**config.mk**
```make
export PLATFORM = sky130hd
export DESIGN_NAME = hostname_check_lowercase
export DESIGN_NICKNAME = d
export VERILOG_FILES = /design/src/rtl/hcl_pkg.sv /design/src/rtl/hcl_in_stage.sv /design/src/rtl/hcl_check.sv /design/src/rtl/hcl_out_stage.sv /design/src/rtl/hostname_check_lowercase.sv
export SDC_FILE = /design/constraint.sdc
export NUM_CORES = 1
export LEC_CHECK = 0
export BUFFER_PORTS_ARGS = -buffer_cell sky130_fd_sc_hd__buf_2
export CAP_MARGIN = 20
export CORE_MARGIN = 10
export CORE_UTILIZATION = 56
export DETAILED_ROUTE_END_ITERATION = 8
export GPL_TIMING_DRIVEN = 0
export PLACE_DENSITY = 0.81
export SLEW_MARGIN = 25
export SYNTH_ARGS = -nofsm -noshare
export SYNTH_HDL_FRONTEND = slang
export SYNTH_SLANG_ARGS = --single-unit
```
**constraint.sdc**
```tcl
create_clock -name i_clk -period 2.67 [get_ports i_clk]
set_clock_uncertainty 0.05 [all_clocks]
set_input_delay 0 -clock i_clk [delete_from_list [all_inputs] [get_ports i_clk]]
set_output_delay 0 -clock i_clk [all_outputs]
set_load 0.01 [all_outputs]
```
**src/rtl/hcl_pkg.sv**
```systemverilog
// ----------------------------------------------------------------------------
// hcl_pkg
// Types, widths and byte classification shared by the host name checker.
// ----------------------------------------------------------------------------
package hcl_pkg;

    localparam int unsigned TotalWidth = 9;
    localparam int unsigned LabelWidth = 7;

    localparam logic [7:0] ChrHyphen     = 8'h2d;
    localparam logic [7:0] ChrDot        = 8'h2e;
    localparam logic [7:0] ChrUnderscore = 8'h5f;
    localparam logic [7:0] ChrDigit0     = 8'h30;
    localparam logic [7:0] ChrDigit9     = 8'h39;
    localparam logic [7:0] ChrUpperA     = 8'h41;
    localparam logic [7:0] ChrUpperZ     = 8'h5a;
    localparam logic [7:0] ChrLowerA     = 8'h61;
    localparam logic [7:0] ChrLowerZ     = 8'h7a;
    localparam logic [7:0] CaseOffset    = 8'h20;

    typedef logic [TotalWidth-1:0] t_total;
    typedef logic [LabelWidth-1:0] t_label;

    typedef struct packed {
        logic [7:0] name_byte;
        logic       final_byte;
    } t_beat;

    typedef struct packed {
        logic [7:0] lower_byte;
        logic       name_done;
        logic       name_valid;
    } t_result;

    function automatic logic is_upper(input logic [7:0] b);
        return (b >= ChrUpperA) && (b <= ChrUpperZ);
    endfunction

    function automatic logic [7:0] to_lower(input logic [7:0] b);
        return is_upper(b) ? 8'(b + CaseOffset) : b;
    endfunction

    function automatic logic is_label_byte(input logic [7:0] b);
        return (b == ChrHyphen) || (b == ChrUnderscore)
            || ((b >= ChrDigit0) && (b <= ChrDigit9))
            || is_upper(b)
            || ((b >= ChrLowerA) && (b <= ChrLowerZ));
    endfunction

endpackage

```
**src/rtl/hcl_in_stage.sv**
```systemverilog
// ----------------------------------------------------------------------------
// hcl_in_stage
// Input register: captures one byte beat and holds it until the check
// stage consumes it.
// ----------------------------------------------------------------------------
module hcl_in_stage (
    input  logic           i_clk,
    input  logic           i_rst_n,
    input  logic           i_valid,
    input  hcl_pkg::t_beat i_beat,
    input  logic           i_take,
    output logic           o_stall,
    output logic           o_full,
    output hcl_pkg::t_beat o_beat
);

    logic           r_full;
    logic           n_full;
    hcl_pkg::t_beat r_beat;
    logic           load;

    // Stall only while a held beat cannot move on this cycle.
    assign o_stall = r_full && !i_take;
    assign load    = i_valid && !o_stall;
    assign n_full  = load || (r_full && !i_take);

    always_ff @(posedge i_clk) begin
        if (!i_rst_n) begin
            r_full <= 1'b0;
        end else begin
            r_full <= n_full;
        end
    end

    always_ff @(posedge i_clk) begin
        if (load) begin
            r_beat <= i_beat;
        end
    end

    assign o_full = r_full;
    assign o_beat = r_beat;

endmodule

```
**src/rtl/hcl_check.sv**
```systemverilog
// ----------------------------------------------------------------------------
// hcl_check
// Name state (lengths, hyphen flag, sticky error) and the per-byte rule
// check; produces the lower-cased byte and the verdict for one beat.
// ----------------------------------------------------------------------------
module hcl_check #(
    parameter int unsigned MAX_NAME_LEN  = 255,
    parameter int unsigned MAX_LABEL_LEN = 63
) (
    input  logic             i_clk,
    input  logic             i_rst_n,
    input  hcl_pkg::t_beat   i_beat,
    input  logic             i_take,
    output hcl_pkg::t_result o_result
);

    localparam hcl_pkg::t_total TotalLimit = hcl_pkg::t_total'(MAX_NAME_LEN);
    localparam hcl_pkg::t_label LabelLimit = hcl_pkg::t_label'(MAX_LABEL_LEN);
    localparam hcl_pkg::t_total TotalSat   = '1;
    localparam hcl_pkg::t_label LabelSat   = '1;

    hcl_pkg::t_total r_total, n_total;
    hcl_pkg::t_label r_label, n_label;
    logic            r_hyphen, n_hyphen;
    logic            r_error, n_error;

    logic [7:0] b;
    logic       is_dot;
    logic       is_hyphen;
    logic       label_empty;
    logic       byte_error;

    assign b           = i_beat.name_byte;
    assign is_dot      = (b == hcl_pkg::ChrDot);
    assign is_hyphen   = (b == hcl_pkg::ChrHyphen);
    assign label_empty = (r_label == '0);

    always_comb begin
        if (is_dot) begin
            // Close the label: must be non-empty and not end in a hyphen.
            byte_error = label_empty || r_hyphen;
            n_label    = '0;
            n_hyphen   = 1'b0;
        end else begin
            byte_error = !hcl_pkg::is_label_byte(b) || (is_hyphen && label_empty)
                      || (r_label >= LabelLimit);
            n_label    = (r_label < LabelSat) ? r_label + 1'b1 : r_label;
            n_hyphen   = is_hyphen;
        end
        n_error = r_error || byte_error || (r_total >= TotalLimit);
        n_total = (r_total < TotalSat) ? r_total + 1'b1 : r_total;
    end

    always_ff @(posedge i_clk) begin
        if (!i_rst_n) begin
            r_total  <= '0;
            r_label  <= '0;
            r_hyphen <= 1'b0;
            r_error  <= 1'b0;
        end else if (i_take) begin
            if (i_beat.final_byte) begin
                r_total  <= '0;
                r_label  <= '0;
                r_hyphen <= 1'b0;
                r_error  <= 1'b0;
            end else begin
                r_total  <= n_total;
                r_label  <= n_label;
                r_hyphen <= n_hyphen;
                r_error  <= n_error;
            end
        end
    end

    assign o_result.lower_byte = hcl_pkg::to_lower(b);
    assign o_result.name_done  = i_beat.final_byte;
    assign o_result.name_valid = i_beat.final_byte && !n_error && !n_hyphen;

endmodule

```
**src/rtl/hcl_out_stage.sv**
```systemverilog
// ----------------------------------------------------------------------------
// hcl_out_stage
// Result register: holds one result beat until the receiver takes it.
// ----------------------------------------------------------------------------
module hcl_out_stage (
    input  logic             i_clk,
    input  logic             i_rst_n,
    input  logic             i_load_valid,
    input  hcl_pkg::t_result i_result,
    input  logic             i_stall,
    output logic             o_take,
    output logic             o_valid,
    output hcl_pkg::t_result o_result
);

    logic             r_valid;
    hcl_pkg::t_result r_result;
    logic             open;

    // Register is free when empty or when its beat leaves this cycle.
    assign open   = !r_valid || !i_stall;
    assign o_take = i_load_valid && open;

    always_ff @(posedge i_clk) begin
        if (!i_rst_n) begin
            r_valid <= 1'b0;
        end else if (open) begin
            r_valid <= i_load_valid;
        end
    end

    always_ff @(posedge i_clk) begin
        if (o_take) begin
            r_result <= i_result;
        end
    end

    assign o_valid  = r_valid;
    assign o_result = r_result;

endmodule

```
**src/rtl/hostname_check_lowercase.sv**
```systemverilog
// ----------------------------------------------------------------------------
// hostname_check_lowercase
// Streaming host name checker: lower-cases each byte and gives a verdict
// on the final byte of every name.
// ----------------------------------------------------------------------------
// Input channel: i_valid / o_stall with i_name_byte and i_final_byte; a beat
// is taken at a clock edge with i_valid high and o_stall low.
// Output channel: o_valid / i_stall with o_lower_byte, o_name_done and
// o_name_valid; exactly one result beat per input beat, in order.
// o_name_valid is only meaningful when o_name_done is set, and is 0
// otherwise.
// A beat passes through the input register, then the check logic feeding
// the result register. Throughput is one byte per cycle while i_stall is
// low, as the check stage updates its length/label state on each beat.
// When i_stall holds the result register, the input register still takes
// one beat; o_stall rises only when both registers are full.
// Reset (i_rst_n low, synchronous) empties both registers and clears the
// length counters, hyphen flag and error flag. They also clear after each
// final byte, ready for the next name.
// ----------------------------------------------------------------------------
module hostname_check_lowercase #(
    parameter int unsigned MAX_NAME_LEN  = 255,
    parameter int unsigned MAX_LABEL_LEN = 63
) (
    input  logic       i_clk,
    input  logic       i_rst_n,
    input  logic       i_valid,
    output logic       o_stall,
    input  logic [7:0] i_name_byte,
    input  logic       i_final_byte,
    output logic       o_valid,
    input  logic       i_stall,
    output logic [7:0] o_lower_byte,
    output logic       o_name_done,
    output logic       o_name_valid
);

    hcl_pkg::t_beat   in_beat;
    hcl_pkg::t_beat   held_beat;
    hcl_pkg::t_result check_result;
    hcl_pkg::t_result out_result;
    logic             held_full;
    logic             take;

    assign in_beat.name_byte  = i_name_byte;
    assign in_beat.final_byte = i_final_byte;

    hcl_in_stage u_in (
        .i_clk   (i_clk),
        .i_rst_n (i_rst_n),
        .i_valid (i_valid),
        .i_beat  (in_beat),
        .i_take  (take),
        .o_stall (o_stall),
        .o_full  (held_full),
        .o_beat  (held_beat)
    );

    hcl_check #(
        .MAX_NAME_LEN  (MAX_NAME_LEN),
        .MAX_LABEL_LEN (MAX_LABEL_LEN)
    ) u_check (
        .i_clk    (i_clk),
        .i_rst_n  (i_rst_n),
        .i_beat   (held_beat),
        .i_take   (take),
        .o_result (check_result)
    );

    hcl_out_stage u_out (
        .i_clk        (i_clk),
        .i_rst_n      (i_rst_n),
        .i_load_valid (held_full),
        .i_result     (check_result),
        .i_stall      (i_stall),
        .o_take       (take),
        .o_valid      (o_valid),
        .o_result     (out_result)
    );

    assign o_lower_byte = out_result.lower_byte;
    assign o_name_done  = out_result.name_done;
    assign o_name_valid = out_result.name_valid;

`ifndef SYNTHESIS
    a_verdict_on_done: assert property (@(posedge i_clk) disable iff (!i_rst_n)
        o_valid && o_name_valid |-> o_name_done)
        else $error("verdict valid without end of name");

    a_reset_empty: assert property (@(posedge i_clk)
        !i_rst_n |=> !o_valid && !o_stall)
        else $error("pipeline not empty after reset");

    a_stall_needs_full: assert property (@(posedge i_clk) disable iff (!i_rst_n)
        o_stall |-> held_full && o_valid && i_stall)
        else $error("input stalled while a stage is free");

    a_take_moves: assert property (@(posedge i_clk) disable iff (!i_rst_n)
        take |=> o_valid)
        else $error("checked beat lost before result register");
`endif

endmodule
```
Yosys cells after proc, flatten, opt, wreduce, memory -nomap -nowiden
Cells that the tools add are included.
- register bits after elaboration: 39
- latch bits: 0
- bits in writable memories: 0
- memory bits (read-only): 0
- memories kept: 0
- add/subtract/negate cells: 3
- $mul: 0
- divide/modulo/power cells: 0
- order comparisons: 10
- eq/ne operators: 3
- shifts and indexed selects: 0
- mux-type cells: 10
- bitwise gates (word level): 0
- reduce and logical (&&, ||, !) cells: 32
- operators by type and width (operator ; count):
    2-to-1 mux 7 bit ; 3
    2-to-1 mux 9 bit ; 2
    equality test 8 x 6 -> 1 bit, second input constant ; 2
    >= comparator 8 x 7 -> 1 bit, second input constant ; 2
    less-or-equal comparator 8 x 7 -> 1 bit, second input constant ; 2
    logical OR 1 bit ; 11
    adder 9 x 1 -> 9 bit, second input constant ; 1
    >= comparator 9 x 8 -> 1 bit, second input constant ; 1
    logical AND 1 bit ; 9
    < comparator 9 bit, second input constant ; 1
    adder 8 x 6 -> 8 bit, second input constant ; 1
    equality test 8 x 7 -> 1 bit, second input constant ; 1
    >= comparator 8 x 6 -> 1 bit, second input constant ; 1
    less-or-equal comparator 8 x 6 -> 1 bit, second input constant ; 1
    2-to-1 mux 8 bit ; 1
    adder 7 x 1 -> 7 bit, second input constant ; 1
    >= comparator 7 x 6 -> 1 bit, second input constant ; 1
    logical NOT 1 bit ; 7
    logical NOT 7 bit ; 1
    < comparator 7 bit, second input constant ; 1
    2-to-1 mux 1 bit ; 4
    AND reduction 2 bit ; 2
    nonzero test 3 bit ; 1
    nonzero test 2 bit ; 1

Longest topological paths before layout
Gate-level depths: netlist (run 1).
- depth after elaboration: 14
- mapped depth: 7
- depth with buffers taken out: 7

Modules after synthesis
Synthesis (run 1) repeated with hierarchy kept, for this count alone.
- cells, all modules: 181
- area total of the unflattened synthesis: 1956.9 um^2
- modules (own cells, without submodules) (module ; times used ; cells an instance ; area each (um^2) ; sequential area each (um^2)):
    hcl_check ; 1 ; 154 ; 1300.0 ; 360.3
    hcl_out_stage ; 1 ; 14 ; 339.1 ; 320.3
    hcl_in_stage ; 1 ; 13 ; 317.8 ; 290.3

Worst setup path after synthesis (run 1)
Ideal clock, no wire load.
- path type: reg2reg
- start point: register u_in.r_beat (netlist bit u_in.o_beat[3])
- end point: register u_out.r_result (netlist bit u_out.o_result[0]) (data pin)
- arrival time: 1.863 ns
- data required time: 2.365 ns
- slack: 0.502 ns
- cell stages (with the launch flop): 7
- clock period less this slack: 2.168 ns
- cell sequence: edfxtp_1 or4_1 o31ai_1 a22oi_2 nor4_1 nor4_1 and3_1
- RTL lines (item ; RTL line ; source):
    start: declaration ; hcl_in_stage.sv:19 ; hcl_pkg::t_beat r_beat;
    start signal: assignment ; hcl_in_stage.sv:37 ; r_beat <= i_beat;
    end signal: assignment ; hcl_out_stage.sv:34 ; r_result <= i_result;
    end: declaration ; hcl_out_stage.sv:17 ; hcl_pkg::t_result r_result;

==> results of run 1 <==
stage by stage:
stage                util  setup slack, ns
global route        0.688           0.0675
floorplan               -            0.502
CTS                 0.686            0.247
detailed placement  0.628            0.263
global placement    0.628            0.289
finish              0.688            0.227
flip-flops by register name, summed over array words and instances (netlist names):
register and cells:
u_in.o_full 1, u_check.r_error 1, u_check.r_label 7, u_check.r_hyphen 1
u_out.o_valid 1, u_out.o_result 10, u_check.r_total 9, u_in.o_beat 9
power by group through the flow:
stage / sequential (mW) / combinational [mW] / clock [mW]
after CTS: 0.667 / 0.112 / 0.349
after global routing: 0.671 / 0.126 / 0.367
final: 0.668 / 0.113 / 0.340
after floorplan: 0.681 / 0.0618 / 0
after global placement: 0.680 / 0.0953 / 0
after detailed placement: 0.681 / 0.0987 / 0
cell type report:
type / instances / area, um2
Multi-Input combinational cell: 131 / 868
Timing Repair Buffer: 36 / 240
Inverter: 11 / 41.3
Sequential cell: 39 / 971
Clock buffer: 8 / 68.8
Buffer: 3 / 11.3
Tap cell: 46 / 57.6
Fill cell: 236 / 1030
worst register-to-register path, stage by stage, from the launching register on:
cell and delay, ns:
edfxtp_1 0.49, or4_1 0.56, o31ai_1 0.30, a22oi_2 0.15, nor4_1 0.33, nor4_1 0.14
and3_1 0.20
Yosys cell counts (3+ instances only):
library cell	instances	share of area
inv_1	11	0.022
nand2_1	12	0.024
nand4_1	7	0.023
a21oi_1	12	0.032
nor3_1	5	0.013
and3_1	6	0.020
o21ai_1	4	0.011
nor4_1	4	0.013
ha_1	6	0.040
dfxtp_1	20	0.21
o21ai_0	3	0.0080
nand3_1	6	0.016
o31ai_1	4	0.016
edfxtp_1	19	0.30
nor2_1	21	0.042
xor2_1	6	0.028
repair_timing:
action,in CTS,in global routing
endpoints found under the hold margin,15,0
gates resized for setup,0,1
hold buffers,12,0
endpoints found under the setup margin,0,1
worst paths after layout:
kind                                     start                end  slack (ns)
worst min-delay path            i_name_byte[0]     u_in.o_beat[1]        0.30
worst min register to register  u_in.o_beat[5]  u_out.o_result[6]        0.44
worst max register to register  u_in.o_beat[4]  u_out.o_result[0]        0.23
worst max-delay path            u_in.o_beat[4]  u_out.o_result[0]        0.23
per-layer routing:
layer | part of all wire | global-route usage
met1 | 0.42 | 0.152
met5 | 0 | 0
met3 | 0.060 | 0.0513
met2 | 0.50 | 0.242
met4 | 0.024 | 0.0556
cells by family (layout without fill, tap and decap cells):
group,Yosys count,count (layout),share of synthesized area
buf+inv,14,58,0.0279
simple gates,76,76,0.211
fa+ha+maj,6,6,0.0398
xor+xnor,7,7,0.0325
flops,39,39,0.515
mux,2,2,0.0113
compound gates,40,40,0.163
==> flow_summary.toml, run 1 <==
[worst_setup_path]
worstSetupStartpointType = "register"
crit_cells = 6
critPathSlowestCell = "or4_1"
rr_worst_depth = 6
cp_max_fo = 6
slowest_delay_ns = 0.56
worstPathArrival_ns = 2.51
crit_type = "reg -> reg"
worst-path-buf-inv = 0
crit_chain = "or4_1 > o31ai_1 > a22oi_2 > nor4_1 > nor4_1 > and3_1"
critical_path.most_common_cell = "nor4_1"
cpLargestDelayFamily = "simple AND/OR/NAND/NOR gates"
required_ns = 2.74
end_kind = "register"

[yosys]
synthFlopType = "dfxtp_1"
synth_edf_count = 19
syn_inst = 184
yosysWarnings = 0
async_flop_share = 0
synth_area_um2 = 1890
ys_types = 46
avgSynthCellArea_um2 = 10.2
synth_nets = 203
synth_seq_cells = 39
synth_seq_area_share = 0.515

[final_layout]
final_area_um2 = 2260
final_cell_mix = "buf_2 (24), nor2_1 (21), dfxtp_1 (20), edfxtp_1 (19)"
drive_above_1_share = 0.171
diodes = 0
final_common_cell = "buf_2"
area_growth_syn_to_layout_pct = 19.8
fin_cells = 274
layout.nets = 246

[placed_design]
place_congestion = 0.959
io_buffers = 24
dpl.hpwl_um = 2990
dpl.cell_count = 254
dpl_cell_area_um2 = 2060

[routing]
drtIter0Drc = 96
postRouteAntennaNets = 0
vias = 1556
first_pass_iters = 6
wl_um = 4080
avgRoutedWirePerCell_um = 14.9
routed_via_density = 5.68
drc = 0

[clock_tree]
cts-htree-levels = 2
clock_path_buffers = 2
cts_setup_buffers = 0
cts_buffers = 5
clock-sinks = 39
cts-root-buf = "clkbuf_4"
path_clk_slew_ns = 0.11
cts_tree = "done"
clk_latency_ns = 0.35

[global_routing]
grt_pass1_vias = 1568
grt_max_degree = 14
antenna_found_initial = 0
grt_pass1_wl_um = 7090
overflow = 0
grt_util_all_layers = 0.140

[pwr]
pwr-share-comb = 0.101
p_sw_frac = 0.237
power_density_nw_per_um2 = 497
peakVddDrop_mv = 0.407
pwr-share-clk = 0.303
p_int_mw = 0.856
p_switching_mw = 0.266
total_power_mw = 1.12
leakage_nw = 0.856
seqPwrFrac = 0.595

[timing]
setup_viol = 0
whs_ns = 0.302
rsz0062_at_grt = "no"
fmax_mhz = 409
fin_setup_tns_ns = 0
maxSlewViolCount = 0
fin_crit_ns = 2.44
hold_viol = 0
slew_headroom = 0.508
post-route-period-util = 0.915
worst_pin_slew_ns = 0.736

[floorplanning]
start_util = 0.574
core-area_um2 = 3280
fp-row-count = 21
die-area_um2 = 6090
die-height_um = 78.0
ios = 25
die_w_um = 78.0

[hold_path]
hold_class = "in -> reg"
holdPathStages = 2

[job]
cap_violations = 0

[status]
status = "complete, no violations"
(Power assumes the default switching activity.)
==> run 2: changes to the inputs <==
--- a/config.mk
+++ b/config.mk
@@ -5,10 +5,11 @@
 export SDC_FILE = /design/constraint.sdc
 export NUM_CORES = 1
 export LEC_CHECK = 0
+export ABC_AREA = 1
 export BUFFER_PORTS_ARGS = -buffer_cell sky130_fd_sc_hd__buf_2
 export CAP_MARGIN = 20
 export CORE_MARGIN = 10
-export CORE_UTILIZATION = 56
+export CORE_UTILIZATION = 57
 export DETAILED_ROUTE_END_ITERATION = 8
 export GPL_TIMING_DRIVEN = 0
 export PLACE_DENSITY = 0.81
==> run 2 against run 1 <==
- cell count grew 27%
- critical endpoint unchanged
- routed wire length rose by 6.2%
- count of clock-buffer cells in the layout decreased by 3
- die area is 6.8% higher
- design area rose by 9.8%
==> flow_summary.toml, run 2 <==
[worst_setup_path]
crit_type = "reg -> reg"
slowest_delay_ns = 0.37
cp_max_fo = 4
r2r_slack_ns = 0.84
crit_chain = "ha_1 > nand2_1 > nor3_1 > nand2_1 > nor2_1 > ha_1 > nor3_1 > nand3_1 > inv_1 > nand2_1 > nor3_1"
worstPathArrival_ns = 1.83
worstSetupStartpointType = "register"
end_kind = "register"
critPathSlowestCell = "dfxtp_1"
required_ns = 2.67

[routing]
first_pass_iters = 4
vias = 1820
postRouteAntennaNets = 0
routed_via_density = 5.23
met3_length_um = 366
wl_met1_um = 1860
wl_um = 4330
avgRoutedWirePerCell_um = 12.4
dr_wl_met2_um = 2000
top_layer = "met4"
drtIter0Drc = 181
drc = 0

[timing]
hold_viol = 0
post-route-period-util = 0.686
worst_pin_slew_ns = 0.384
fmax_mhz = 546
fin_setup_tns_ns = 0
fin_crit_ns = 1.83
setup_viol = 0
finalWorstSetupSlack_ns = 0.838
maxSlewViolCount = 0
whs_ns = 0.0125
rsz0062_at_grt = "no"
slew_headroom = 0.742

[clock_tree]
path_clk_slew_ns = 0.08
cts-htree-levels = 2
cts_buffers = 5
clock_path_buffers = 2
clock-sinks = 39
cts_tree = "done"
cts-root-buf = "clkbuf_8"
clk_latency_ns = 0.30

[placed_design]
place_ws_ns = 0.856
dpl.cell_count = 330
place_congestion = 0.925
dpl_cell_area_um2 = 2270
io_buffers = 24
dpl.hpwl_um = 3020

[job]
cap_violations = 0

[global_routing]
overflow = 0
grt_pass1_wl_um = 7470
grt_max_degree = 20
grt_pass1_vias = 1716
grt_util_all_layers = 0.143
antenna_found_initial = 0

[pwr]
p_int_mw = 0.980
peakVddDrop_mv = 0.428
pwr-share-clk = 0.371
power_density_nw_per_um2 = 520
leakage_nw = 1.07
p_switching_mw = 0.310
total_power_mw = 1.29
seqPwrFrac = 0.520
pwr-share-comb = 0.109
p_sw_frac = 0.240

[yosys]
ys_top_cells_by_count = "nand2_1 (58), inv_1 (35), nor2_1 (29), a21oi_1 (20), dfxtp_1 (20)"
yosysWarnings = 0
synth_area_leaders = "edfxtp_1 (27%), dfxtp_1 (19%), nand2_1 (10%)"
synth_edf_count = 19
synth_nets = 279
synthFlopType = "dfxtp_1"
async_flop_share = 0
ys_types = 31
syn_inst = 260
yosysTopAreaCellShare = 0.272
avgSynthCellArea_um2 = 8.06
synth_area_um2 = 2090
yosysTopAreaCell = "edfxtp_1"
synth_seq_area_share = 0.464
yosysMostFrequentCell = "nand2_1"
synth_seq_cells = 39

[final_layout]
final_area_um2 = 2480
final_common_cell = "nand2_1"
layout.nets = 320
nFillCells = 268
final_cell_mix = "nand2_1 (58), inv_1 (35), nor2_1 (29), buf_2 (25)"
drive_above_1_share = 0.199
fin_cells = 348
final_util = 0.720
diodes = 0
area_growth_syn_to_layout_pct = 18.4
largest_reg_flops = 10

[floorplanning]
die-area_um2 = 6500
fp-row-count = 21
die_w_um = 80.6
core-area_um2 = 3440
die-height_um = 80.6
ios = 25
start_util = 0.609

[hold_path]
hold_class = "in -> reg"

[status]
status = "complete, no violations"
## run 2: cell types whose count changed after synthesis, moves of 4 or more
cell,before,now
nor2_1,21,29
a21oi_1,12,20
nand3_1,6,13
xor2_1,6,2
inv_1,11,35
inv_2,0,8
o31ai_1,4,0
and3_1,6,0
nand2_1,12,58
nor2_2,0,4
o21ai_1,4,8
## run 2: timing repair
item                      4_1_cts  5_1_grt
buffers inserted                0        0
hold endpoints to repair       10        0
gates resized for setup         0        0
hold buffers                   10        0
## run 2: final cells by class
cell class              instances  area, um2  share of cell area
well taps                      46       57.6              0.0232
plain buffers                   2       12.5             0.00505
clock buffers                   5       68.8              0.0277
multi-input cells             175        946               0.381
flip-flops and latches         39        971               0.392
repair buffers                 34        220              0.0888
clock inverters                 3       38.8              0.0156
inverters                      44        165              0.0666
## run 2: routing by layer
metal / vias up / GRT usage
met1: 820 / 0.167
li1: 926 / -
met3: 12 / 0.0568
met2: 62 / 0.221
met4: 0 / 0.0722
met5: - / 0
## run 2: kinds of logic after synthesis
| family | count (synthesis) | share of synthesized area |
|---|---|---|
| and+or+nand+nor | 129 | 0.303 |
| buffers and inverters | 46 | 0.0848 |
| DFF | 39 | 0.464 |
| AOI/OAI and AO/OA | 38 | 0.105 |
| adders and majority gates | 6 | 0.0358 |
| xor gates and xnor gates | 2 | 0.00836 |
## run 2: worst paths after layout
check | to | depth (start not counted) | from
setup / recovery | u_out.o_result[0] | 11 | u_check.r_total[0]
hold / removal | u_check.r_total[2] | 3 | i_rst_n
setup reg to reg | u_out.o_result[0] | 11 | u_check.r_total[0]
hold reg to reg | u_check.r_hyphen | 2 | u_check.r_hyphen
## run 2: worst max-delay path: cells and delay by family, from the launching register on
family | cells | cell delay [ns]
buffers and inverters | 1 | 0.05
adder cells (fa/ha/maj) | 2 | 0.37
AND/OR/NAND/NOR | 8 | 0.73
flip-flops | 1 | 0.37
## run 2: power by group through the flow
stage	registers [mW]	clock network [mW]	logic [mW]
floorplan	0.685	0	0.0860
finish	0.671	0.479	0.140
CTS	0.671	0.482	0.138
detailed placement	0.684	0	0.126
global route	0.674	0.511	0.159
global placement	0.683	0	0.124
